--- src/design/goertzel_tone_detector_q15_top_macros.svh ---
// ----------------------------------------------------------------------------
// Goertzel tone detector assertion macros
// Concurrent assertion wrappers; they compile to nothing when SYNTH is defined.
// ----------------------------------------------------------------------------
`ifndef GOERTZEL_TONE_DETECTOR_Q15_TOP_MACROS_SVH
`define GOERTZEL_TONE_DETECTOR_Q15_TOP_MACROS_SVH

`ifndef SYNTH
// Checked at every rising edge outside reset.
`define GTD_ASSERT(label, clk, rst, prop) \
  label: assert property (@(posedge clk) disable iff (rst) prop) \
    else $error("goertzel detector check failed");
// Checked at every rising edge, reset included.
`define GTD_ASSERT_ALWAYS(label, clk, prop) \
  label: assert property (@(posedge clk) prop) \
    else $error("goertzel detector check failed");
`else
`define GTD_ASSERT(label, clk, rst, prop)
`define GTD_ASSERT_ALWAYS(label, clk, prop)
`endif

`endif

--- src/design/gtd_pkg.sv ---
// ----------------------------------------------------------------------------
// Goertzel tone detector package
// Shared widths, reset values, register indexes, sequencer types and helpers.
// ----------------------------------------------------------------------------
`timescale 1ns / 1ps

package gtd_pkg;

  localparam int SAMPLE_W   = 16;
  localparam int COEF_W     = 17;
  localparam int LEN_W      = 13;
  localparam int THR_W      = 15;
  localparam int CFG_DATA_W = 17;
  localparam int CFG_IDX_W  = 2;
  localparam int MUL_A_W    = 18;
  localparam int MUL_B_W    = 17;
  localparam int PROD_W     = MUL_A_W + MUL_B_W;
  localparam int ACC_W      = 36;
  localparam int SUM_W      = 20;
  localparam int Q_SHIFT    = 15;

  localparam logic signed [COEF_W-1:0] COEF_RESET = COEF_W'(64973);
  localparam logic [LEN_W-1:0]         LEN_RESET  = LEN_W'(480);
  localparam logic [THR_W-1:0]         THR_RESET  = THR_W'(8191);

  localparam logic signed [SAMPLE_W-1:0] SAT_MAX = SAMPLE_W'(32767);
  localparam logic signed [SAMPLE_W-1:0] SAT_MIN = SAMPLE_W'(-32768);

  typedef enum logic [CFG_IDX_W-1:0] {
    REG_COEFFICIENT  = 2'd0,
    REG_BLOCK_LENGTH = 2'd1,
    REG_THRESHOLD    = 2'd2
  } cfg_reg_t;

  typedef enum logic [3:0] {
    ST_IDLE,
    ST_MUL,
    ST_UPD,
    ST_PW_CS,
    ST_PW_SQ1,
    ST_PW_SQ2,
    ST_PW_TS,
    ST_PW_FIN
  } state_t;

  typedef enum logic [1:0] {
    MUL_C_S1,
    MUL_S1_S1,
    MUL_S2_S2,
    MUL_T_S2
  } mul_sel_t;

  typedef struct packed {
    logic     capture;
    logic     mul_en;
    mul_sel_t mul_sel;
    logic     update;
    logic     take_t;
    logic     acc_load;
    logic     acc_add;
    logic     finish;
  } ctl_cmd_t;

  typedef struct packed {
    logic is_last;
    logic out_free;
  } dp_status_t;

  function automatic logic signed [SAMPLE_W-1:0] sat16(input logic signed [ACC_W-1:0] v);
    logic signed [SAMPLE_W-1:0] r;
    if (v > ACC_W'(SAT_MAX)) begin
      r = SAT_MAX;
    end else if (v < ACC_W'(SAT_MIN)) begin
      r = SAT_MIN;
    end else begin
      r = v[SAMPLE_W-1:0];
    end
    return r;
  endfunction

endpackage

--- src/design/gtd_ctrl.sv ---
// ----------------------------------------------------------------------------
// Goertzel tone detector controller
// Sequences the shared multiplier through the recurrence and power steps.
// ----------------------------------------------------------------------------
`timescale 1ns / 1ps
`include "goertzel_tone_detector_q15_top_macros.svh"

module gtd_ctrl
  import gtd_pkg::*;
(
  input  logic       clk,
  input  logic       rst,
  input  logic       sample_valid,
  output logic       sample_stall,
  input  dp_status_t status,
  output ctl_cmd_t   cmd
);

  state_t state;
  state_t state_next;
  logic   accept;

  assign sample_stall = (state != ST_IDLE);
  assign accept       = sample_valid && !sample_stall;

  always_ff @(posedge clk) begin
    if (rst) begin
      state <= ST_IDLE;
    end else begin
      state <= state_next;
    end
  end

  always_comb begin
    state_next = state;
    unique case (state)
      ST_IDLE:   if (accept) state_next = ST_MUL;
      ST_MUL:    state_next = ST_UPD;
      ST_UPD:    state_next = status.is_last ? ST_PW_CS : ST_IDLE;
      ST_PW_CS:  state_next = ST_PW_SQ1;
      ST_PW_SQ1: state_next = ST_PW_SQ2;
      ST_PW_SQ2: state_next = ST_PW_TS;
      ST_PW_TS:  state_next = ST_PW_FIN;
      ST_PW_FIN: if (status.out_free) state_next = ST_IDLE;
      default:   state_next = ST_IDLE;
    endcase
  end

  always_comb begin
    cmd = '0;
    cmd.mul_sel = MUL_C_S1;
    unique case (state)
      ST_IDLE: begin
        cmd.capture = accept;
      end
      ST_MUL: begin
        cmd.mul_en  = 1'b1;
        cmd.mul_sel = MUL_C_S1;
      end
      ST_UPD: begin
        cmd.update = 1'b1;
      end
      ST_PW_CS: begin
        cmd.mul_en  = 1'b1;
        cmd.mul_sel = MUL_C_S1;
      end
      ST_PW_SQ1: begin
        cmd.mul_en  = 1'b1;
        cmd.mul_sel = MUL_S1_S1;
        cmd.take_t  = 1'b1;
      end
      ST_PW_SQ2: begin
        cmd.mul_en   = 1'b1;
        cmd.mul_sel  = MUL_S2_S2;
        cmd.acc_load = 1'b1;
      end
      ST_PW_TS: begin
        cmd.mul_en  = 1'b1;
        cmd.mul_sel = MUL_T_S2;
        cmd.acc_add = 1'b1;
      end
      ST_PW_FIN: begin
        cmd.finish = status.out_free;
      end
      default: begin
        cmd = '0;
      end
    endcase
  end

  `GTD_ASSERT(a_accept_starts_mul, clk, rst, accept |=> (state == ST_MUL))
  `GTD_ASSERT(a_last_goes_power, clk, rst,
              (state == ST_UPD && status.is_last) |=> (state == ST_PW_CS))
  `GTD_ASSERT(a_mid_block_returns, clk, rst,
              (state == ST_UPD && !status.is_last) |=> (state == ST_IDLE))
  `GTD_ASSERT(a_finish_frees, clk, rst, cmd.finish |=> !sample_stall)

endmodule

--- src/design/gtd_datapath.sv ---
// ----------------------------------------------------------------------------
// Goertzel tone detector datapath
// Config registers, delay states, shared multiplier, accumulator, result beat.
// ----------------------------------------------------------------------------
`timescale 1ns / 1ps

module gtd_datapath
  import gtd_pkg::*;
#(
  parameter int MAX_BLOCK = 4096
)
(
  input  logic                         clk,
  input  logic                         rst,
  input  logic                         cfg_we,
  input  logic [CFG_IDX_W-1:0]         cfg_index,
  input  logic [CFG_DATA_W-1:0]        cfg_data,
  input  logic signed [SAMPLE_W-1:0]   sample,
  output logic                         result_valid,
  input  logic                         result_stall,
  output logic signed [SAMPLE_W-1:0]   power,
  output logic                         tone_detected,
  input  ctl_cmd_t                     cmd,
  output dp_status_t                   status
);

  localparam int CNT_W = $clog2(MAX_BLOCK + 1);
  localparam int LW    = (CNT_W + 1 > LEN_W) ? CNT_W + 1 : LEN_W;

  logic signed [COEF_W-1:0]   coef;
  logic [LEN_W-1:0]           blen;
  logic [THR_W-1:0]           thr;

  logic signed [SAMPLE_W-1:0] x;
  logic signed [SAMPLE_W-1:0] s1;
  logic signed [SAMPLE_W-1:0] s2;
  logic [CNT_W-1:0]           count;

  logic signed [MUL_A_W-1:0]  mul_a;
  logic signed [MUL_B_W-1:0]  mul_b;
  logic signed [PROD_W-1:0]   prod;
  logic signed [MUL_A_W-1:0]  t;
  logic signed [ACC_W-1:0]    acc;

  logic signed [SUM_W-1:0]    s_wide;
  logic signed [SAMPLE_W-1:0] s_sat;
  logic signed [ACC_W-1:0]    mag;
  logic signed [SAMPLE_W-1:0] power_next;
  logic [LW-1:0]              len_eff;
  logic [LW-1:0]              cnt_inc;

  // configuration writes; unknown index is dropped
  always_ff @(posedge clk) begin
    if (rst) begin
      coef <= COEF_RESET;
      blen <= LEN_RESET;
      thr  <= THR_RESET;
    end else if (cfg_we) begin
      unique case (cfg_index)
        REG_COEFFICIENT:  coef <= signed'(cfg_data[COEF_W-1:0]);
        REG_BLOCK_LENGTH: blen <= cfg_data[LEN_W-1:0];
        REG_THRESHOLD:    thr  <= cfg_data[THR_W-1:0];
        default: ;
      endcase
    end
  end

  // effective block length: zero acts as one, clamp to MAX_BLOCK
  always_comb begin
    if (blen == '0) begin
      len_eff = LW'(1);
    end else if (LW'(blen) > LW'(MAX_BLOCK)) begin
      len_eff = LW'(MAX_BLOCK);
    end else begin
      len_eff = LW'(blen);
    end
    cnt_inc = LW'(count) + LW'(1);
  end

  assign status.is_last  = (cnt_inc >= len_eff);
  assign status.out_free = !result_valid || !result_stall;

  // shared multiplier operand select
  always_comb begin
    case (cmd.mul_sel)
      MUL_C_S1: begin
        mul_a = MUL_A_W'(s1);
        mul_b = coef;
      end
      MUL_S1_S1: begin
        mul_a = MUL_A_W'(s1);
        mul_b = MUL_B_W'(s1);
      end
      MUL_S2_S2: begin
        mul_a = MUL_A_W'(s2);
        mul_b = MUL_B_W'(s2);
      end
      default: begin
        mul_a = t;
        mul_b = MUL_B_W'(s2);
      end
    endcase
  end

  always_ff @(posedge clk) begin
    if (cmd.mul_en) begin
      prod <= mul_a * mul_b;
    end
    if (cmd.capture) begin
      x <= sample;
    end
    if (cmd.take_t) begin
      t <= MUL_A_W'(prod >>> Q_SHIFT);
    end
    if (cmd.acc_load) begin
      acc <= ACC_W'(prod);
    end else if (cmd.acc_add) begin
      acc <= acc + ACC_W'(prod);
    end
  end

  // recurrence step: x + floor(c*s1 / 2^15) - s2, saturated
  always_comb begin
    s_wide = SUM_W'(x) + SUM_W'(prod >>> Q_SHIFT) - SUM_W'(s2);
    s_sat  = sat16(ACC_W'(s_wide));
  end

  // bin power: s1^2 + s2^2 - t*s2, then shift and saturate
  always_comb begin
    mag        = acc - ACC_W'(prod);
    power_next = sat16(mag >>> Q_SHIFT);
  end

  always_ff @(posedge clk) begin
    if (rst) begin
      s1    <= '0;
      s2    <= '0;
      count <= '0;
    end else if (cmd.finish) begin
      s1    <= '0;
      s2    <= '0;
      count <= '0;
    end else if (cmd.update) begin
      s2    <= s1;
      s1    <= s_sat;
      count <= count + CNT_W'(1);
    end
  end

  // result register: hold while stalled, drop once taken
  always_ff @(posedge clk) begin
    if (rst) begin
      result_valid <= 1'b0;
    end else if (cmd.finish) begin
      result_valid <= 1'b1;
    end else if (!result_stall) begin
      result_valid <= 1'b0;
    end
  end

  always_ff @(posedge clk) begin
    if (cmd.finish) begin
      power         <= power_next;
      tone_detected <= ((SAMPLE_W + 1)'(power_next) > signed'({2'b00, thr}));
    end
  end

endmodule

--- src/design/goertzel_tone_detector_q15_top.sv ---
// ----------------------------------------------------------------------------
// Goertzel tone detector, Q15
// Single-bin Goertzel power detector with a controller and a datapath.
// ----------------------------------------------------------------------------
// Usage:
//   Samples arrive on sample / sample_valid; the block raises sample_stall
//   while it works on a sample, so a beat is taken only while it is idle.
//   Each sample steps through accept, one pass of the shared 18x17
//   multiplier for coefficient * delay_one, and the state update.
//   The sample that completes a block adds four more passes of the
//   same multiplier (c*s1, s1^2, s2^2, t*s2) and a final subtract that loads
//   the result register; the result beat shows on power / tone_detected in
//   the cycle after that. The result register holds a finished beat while
//   result_stall is high; a new block's samples are still taken meanwhile,
//   and only a second result waits (in its final step) until the first has
//   been taken. Configuration goes through cfg_we / cfg_index / cfg_data,
//   one register a cycle; the user must write only while the block is idle
//   (not enforced by the block). A new value applies from the next sample.
//   Synchronous reset clears the delays, the count and the result beat and
//   restores coefficient 64973, block length 480 and threshold 8191.
// ----------------------------------------------------------------------------
`timescale 1ns / 1ps
`include "goertzel_tone_detector_q15_top_macros.svh"

module goertzel_tone_detector_q15_top
  import gtd_pkg::*;
#(
  parameter int MAX_BLOCK = 4096
)
(
  input  logic                       clk,
  input  logic                       rst,
  input  logic                       cfg_we,
  input  logic [CFG_IDX_W-1:0]       cfg_index,
  input  logic [CFG_DATA_W-1:0]      cfg_data,
  input  logic                       sample_valid,
  output logic                       sample_stall,
  input  logic signed [SAMPLE_W-1:0] sample,
  output logic                       result_valid,
  input  logic                       result_stall,
  output logic signed [SAMPLE_W-1:0] power,
  output logic                       tone_detected
);

  ctl_cmd_t   cmd;
  dp_status_t status;

  // sequencer: owns the input handshake and steps the datapath
  gtd_ctrl u_ctrl (
    .clk          (clk),
    .rst          (rst),
    .sample_valid (sample_valid),
    .sample_stall (sample_stall),
    .status       (status),
    .cmd          (cmd)
  );

  // datapath: registers, delays, multiplier and the result beat
  gtd_datapath #(
    .MAX_BLOCK (MAX_BLOCK)
  ) u_datapath (
    .clk           (clk),
    .rst           (rst),
    .cfg_we        (cfg_we),
    .cfg_index     (cfg_index),
    .cfg_data      (cfg_data),
    .sample        (sample),
    .result_valid  (result_valid),
    .result_stall  (result_stall),
    .power         (power),
    .tone_detected (tone_detected),
    .cmd           (cmd),
    .status        (status)
  );

  // a result beat is loaded only at the end of a block's power steps
  `GTD_ASSERT(a_result_from_power, clk, rst,
              $rose(result_valid) |-> $past(sample_stall))
  // a fresh result never lands on one still waiting to be taken
  `GTD_ASSERT(a_no_overwrite, clk, rst,
              (result_valid && result_stall) |=> (result_valid && $stable(power)))
  // reset leaves no result beat and an idle input
  `GTD_ASSERT_ALWAYS(a_reset_clear, clk,
                     $past(rst) |-> (!result_valid && !sample_stall))

endmodule
--- config.mk ---
export PLATFORM = sky130hd
export DESIGN_NAME = goertzel_tone_detector_q15_top
export DESIGN_NICKNAME = d
export VERILOG_FILES = /design/src/design/gtd_pkg.sv /design/src/design/gtd_ctrl.sv /design/src/design/gtd_datapath.sv /design/src/design/goertzel_tone_detector_q15_top.sv
export VERILOG_INCLUDE_DIRS = /design/src /design/src/design
export SDC_FILE = /design/constraint.sdc
export NUM_CORES = 1
export LEC_CHECK = 0
export BUFFER_PORTS_ARGS = -buffer_cell sky130_fd_sc_hd__buf_2
export CORE_MARGIN = 3
export CORE_UTILIZATION = 50
export DETAILED_ROUTE_END_ITERATION = 6
export PLACE_DENSITY = 0.66
export REMOVE_ABC_BUFFERS = 1
export SKIP_LAST_GASP = 1
export SLEW_MARGIN = 20
export SYNTH_ARGS = -nofsm -noshare
export SYNTH_HDL_FRONTEND = slang
export SYNTH_HIERARCHICAL = 1
export SYNTH_SLANG_ARGS = --single-unit
--- constraint.sdc ---
create_clock -name clk -period 16.7 [get_ports clk]
set_clock_uncertainty 0.15 [all_clocks]
set_input_delay 1.67 -clock clk [delete_from_list [all_inputs] [get_ports clk]]
set_output_delay 1.67 -clock clk [all_outputs]
set_load 0.02 [all_outputs]
## Yosys cells after proc, flatten, opt, wreduce, memory -nomap -nowiden

Cells that the tools add are included.

| storage, ports and cells | value |
|---|---|
| register bits after elaboration | 217 |
| output and inout bits | 19 |

| operators by class | value |
|---|---|
| reduce and logical (&&, ||, !) cells | 18 |
| muxes and demuxes | 23 |
| order comparisons | 7 |
| multipliers | 1 |
| add/sub/neg operators | 6 |
| equality and inequality tests | 14 |

Operator list:

| kind | count |
|---|---|
| $mux W36 | 2 |
| $mux W16 | 4 |
| $add A36 B35 Y36 | 1 |
| $pmux W18 S2 | 1 |
| $sub A36 B35 Y36 | 1 |
| $mul A18 B17 Y35 | 1 |
| $pmux W17 S2 | 1 |
| $pmux W4 S8 | 1 |
| $gt A21 B16 Y1 const B | 1 |
| $lt A21 B16 Y1 const B | 1 |
| $add A16 B20 Y20 | 1 |
| $gt A20 B16 Y1 const B | 1 |
| $lt A20 B16 Y1 const B | 1 |
| $sub A20 B16 Y20 | 1 |
| $eq A4 B3 Y1 const B | 4 |
| $gt A16 B16 Y1 | 1 |
| $add A13 B1 Y14 const B | 1 |
| $ge A14 B14 Y1 | 1 |
| $mux W14 | 1 |
| $add A13 B1 Y13 const B | 1 |
| $gt A13 B13 Y1 const B | 1 |
| $logic_not A13 Y1 | 1 |
| $mux W13 | 1 |
| $pmux W3 S4 | 1 |
| 17 further kinds | 38 |

## Depth between registers and ports, before layout

| depth | value |
|---|---|
| depth after elaboration | 7 |
| mapped depth | 32 |

## By module

Netlist, hierarchy kept.

Modules (own cells, without submodules):

| module | area each (sq um) | cells each | sequential area each (sq um) | instances |
|---|---|---|---|---|
| gtd_datapath | 25330.5 | 2817 | 5485.3 | 1 |
| gtd_ctrl | 232.7 | 31 | 60.1 | 1 |

## Worst setup path before layout

No wires, ideal clock.

| timing | value |
|---|---|
| path type | reg-to-reg |
| start point | register u_ctrl.state[2] |
| end point | register u_datapath.prod[25] (data pin) |
| library setup time | 0.260 ns |
| cell stages (with the launch flop) | 31 |
| path slack | 8.791 ns |
| period minus slack after synthesis | 7.909 ns |
| arrival time | 7.498 ns |
| cells stage by stage | dfxtp_1 buf_4 and2b_1 clkbuf_1 buf_1 mux2i_1 nor2_1 a21oi_1 clkbuf_1 nor2_1 fa_1 inv_1 fa_1 fa_1 inv_1 fa_1 fa_1 inv_1 fa_1 inv_1 ha_1 a21o_1 a21o_1 nor2_1 nand3_1 a21o_1 and2_1 o31a_1 o21bai_1 mux2i_1 nand2_1 |

RTL lines:

| item | RTL line | source |
|---|---|---|
| start, declared | gtd_ctrl.sv:19 | `state_t state;` |
| start signal, assigned | gtd_ctrl.sv:30 | `state <= state_next;` |
| end signal, assigned | gtd_datapath.sv:107 | `prod <= mul_a * mul_b;` |
| end, declared | gtd_datapath.sv:41 | `logic signed [PROD_W-1:0] prod;` |

==> flow_summary.yaml <==
run_status:
  status: "finished clean"
global_route:
  use_met1_pct: 35.71
  grt_first_pass_wirelength_um: 111900
  met3_usage_pct: 3.508
  grt_max_degree: 86
  grt_pass1_vias: 20460
  grt-busiest-layer: "met2"
  gr-total-overflow: 0
  grtUsageTotal_pct: 26.56
  antenna_found_initial: 0
  grtUsageMet2_pct: 44.12
route:
  postRouteAntennaNets: 0
  drt_iter0_markers: 1534
  firstDrtPassIters: 5
  vias: 19720
  routedWlPerCell_um: 19.54
  drt-vias-per-instance: 5.542
  drcViolationCount: 0
  drt-total-wl_um: 69530
sta:
  slew_viol_final: 0
  setup_viol: 0
  timing_worst_slew_pin_value_ps: 1122
  period_needed_ps: 8955
  fmax_mhz: 111.7
  fin_tns_setup_ps: 0
  maxSlewHeadroom_pct: 25.18
  hold_viol_final: 0
  period_share_pct: 53.62
  rsz0062_at_grt: "no"
worst_setup_path:
  crit_arrival_ps: 9090
  required_ps: 16840
  cp_slowest_stage_delay_ps: 900
  critical_path_class: "flip-flop to flip-flop"
  reg2reg_to: "u_datapath/prod[26]$_DFFE_PP_"
  regToRegStartpoint: "u_ctrl/state[0]$_SDFFE_PP0P_"
  critPathMaxFanout: 85
  reg2reg_slack_ps: 7750
  crit_path_start_kind: "flip-flop"
  slowest_stage: "nor2_1"
  worstPathCellList: "nand2_1 > a21boi_4 > buf_4 > nor2_1 > nor2_1 > nand2_1 > fa_1 > fa_1 > fa_1 > inv_1 > fa_1 > fa_1 > inv_1 > fa_1 > inv_1 > ha_1 > or2_2 > a21oi_1 > a31oi_1 > and2_1 > o21ai_0 > a21oi_1 > o41ai_1 > xnor2_1"
  startpoint: "u_ctrl/state[0]$_SDFFE_PP0P_"
  r2r_cells: 24
  crit_top_cell: "fa_1"
  end_kind: "flip-flop"
finish:
  n_antenna_cell: 0
  fillCellCount: 4618
  syn2layout_area_growth_pct: 7.288
  multi_input_area_sq_um: 17700
  layout-drive-gt1-share_pct: 6.477
  finalNetCount: 3447
  regArea_sq_um: 5545
  final_core_util_pct: 54.44
worst_hold_path:
  worstHoldPathType: "flip-flop to flip-flop"
  whs_path_depth: 2
  hold-path-endpoint: "u_datapath/blen[0]$_SDFFE_PP0P_"
  worstHoldStart: "u_datapath/blen[0]$_SDFFE_PP0P_"
cts:
  clk_pin_slew_ps: 60
  cts_setup_buffers: 0
  cts_buffers: 24
  cts_resized: 0
  clock_latency_ps: 550
  cts.sinks: 216
  cts_hold_buf: 0
  cts.path.max_buffers: 3
  cts_tree: "done"
  root_buffer: "clkbuf_16"
  htreeDepth: 1
logic_synthesis:
  ys.flop_type: "edfxtp_1"
  synthesis.instances: 2848
  synth_warnings: 6
  yosys.area_share.simple_pct: 14.14
  synth_top_family_by_area: "adder cells"
  seq_area_frac_synth_pct: 21.69
  synth_edf_count: 122
  synth_cell_types: 88
  yosysTopAreaCellShare_pct: 25.92
  ys_seq_elements: 216
  async_flop_share_pct: 0
  synth_mux_area_share_pct: 2.477
  synth_area_sq_um: 25560
  synth-adder-area-share_pct: 36.05
  yosysTopAreaCell: "fa_1"
  synthXorXnorAreaFrac_pct: 3.872
  yosys-top-cells-area: "fa_1, edfxtp_1, ha_1, inv_1, dfxtp_1"
  syn_avg_cell_area_sq_um: 8.976
  synthMostInstantiatedCell: "inv_1"
  ys_top_cells_by_count: "inv_1, nor2_1, fa_1"
  synth_compound_area_share_pct: 12.51
floorplanning:
  die_y_um: 232.1
  top_level_ports: 59
  initial_core_util_pct: 50.75
  dieArea_sq_um: 53880
  die_width_um: 232.1
  rows: 82
  coreArea_sq_um: 50380
placement:
  io_buffers: 58
  place.gp.congestion: 0.9857
  dp_hpwl_um: 55480
run:
  drv_cap: 0
==> kinds of logic (layout without fill, tap and decap cells) <==
| logic type | count (synthesis) | count (layout) |
|---|---|---|
| AOI/OAI and AO/OA | 487 | 487 |
| buffers and inverters | 621 | 660 |
| xor gates and xnor gates | 113 | 113 |
| adders and majority gates | 538 | 538 |
| DFF | 216 | 216 |
| and+or+nand+nor | 810 | 810 |
| muxes | 63 | 63 |
==> cells in the final DEF (no fill, tap or decap), drive strengths merged, types with 35 or more instances in the layout <==
master	instances
nand3	40
nor2	339
edfxtp	122
fa	331
dfxtp	94
nand2	254
mux2i	61
a21o	70
xnor2	85
o21ai	102
inv	521
ha	207
buf	95
clkbuf	35
a21oi	148
==> stage by stage <==
| stage | area, sq um | hold slack, ps | instances | setup WS, ps |
|---|---|---|---|---|
| after floorplan | 25150 | 279.8 | 2748 | 5882 |
| after global placement | 26600 | 298.0 | 3515 | 8109 |
| after CTS | 27420 | 320.2 | 3559 | 7891 |
| after global routing | 27430 | 342.6 | 3559 | 7323 |
| final | 27430 | 318.9 | 3559 | 7745 |
| after detailed placement | 26600 | 311.5 | 3515 | 8022 |
==> flip-flops by register name, summed over array words and instances, names as in the netlist <==
signal	flops
u_datapath/x	16
u_datapath/count	13
u_datapath/result_valid	1
u_datapath/t	18
u_datapath/tone_detected	1
u_datapath/power	16
u_datapath/prod	35
u_datapath/acc	36
u_datapath/thr	15
u_datapath/s1	16
u_datapath/s2	16
u_datapath/coef	17
u_ctrl/state	3
u_datapath/blen	13
==> worst max-delay path, delay by kind of cell (launching register included) <==
| family | cells | cell delay [ps] |
|---|---|---|
| AND/OR/NAND/NOR | 6 | 2220 |
| buffers and inverters | 4 | 820 |
| adder cells (fa/ha/maj) | 7 | 3590 |
| AO/OA/AOI/OAI | 6 | 1220 |
| flip-flops | 1 | 530 |
| XOR/XNOR | 1 | 110 |
==> how the worst max path moves through the flow <==
stage	to	slack (ps)	cells after the start
global route	u_datapath/prod[26]$_DFFE_PP_	7320	24
detailed placement	u_datapath/prod[26]$_DFFE_PP_	8020	24
finish	u_datapath/prod[26]$_DFFE_PP_	7750	24
CTS	u_datapath/prod[26]$_DFFE_PP_	7890	24
floorplan	u_datapath/prod[34]$_DFFE_PP_	5880	23
global placement	u_datapath/prod[26]$_DFFE_PP_	8110	26
==> area by class of cell <==
class / count / area share, %
repair buffers: 95 / 2.071
multi-input cells: 2011 / 64.53
inverters: 521 / 7.130
clock inverters: 9 / 0.4881
well taps: 672 / 3.066
clock buffers: 35 / 2.491
flip-flops and latches: 216 / 20.22
==> per-layer routing <==
layer / wire, um / vias to the layer above
met4: 2839 / 0
met1: 30130 / 9671
met5: 0 / -
met2: 32270 / 684
li1: - / 9218
met3: 4293 / 150
Power is not shown: default switching activity piles up to over one toggle a cycle in this logic, so the estimate is an artifact.
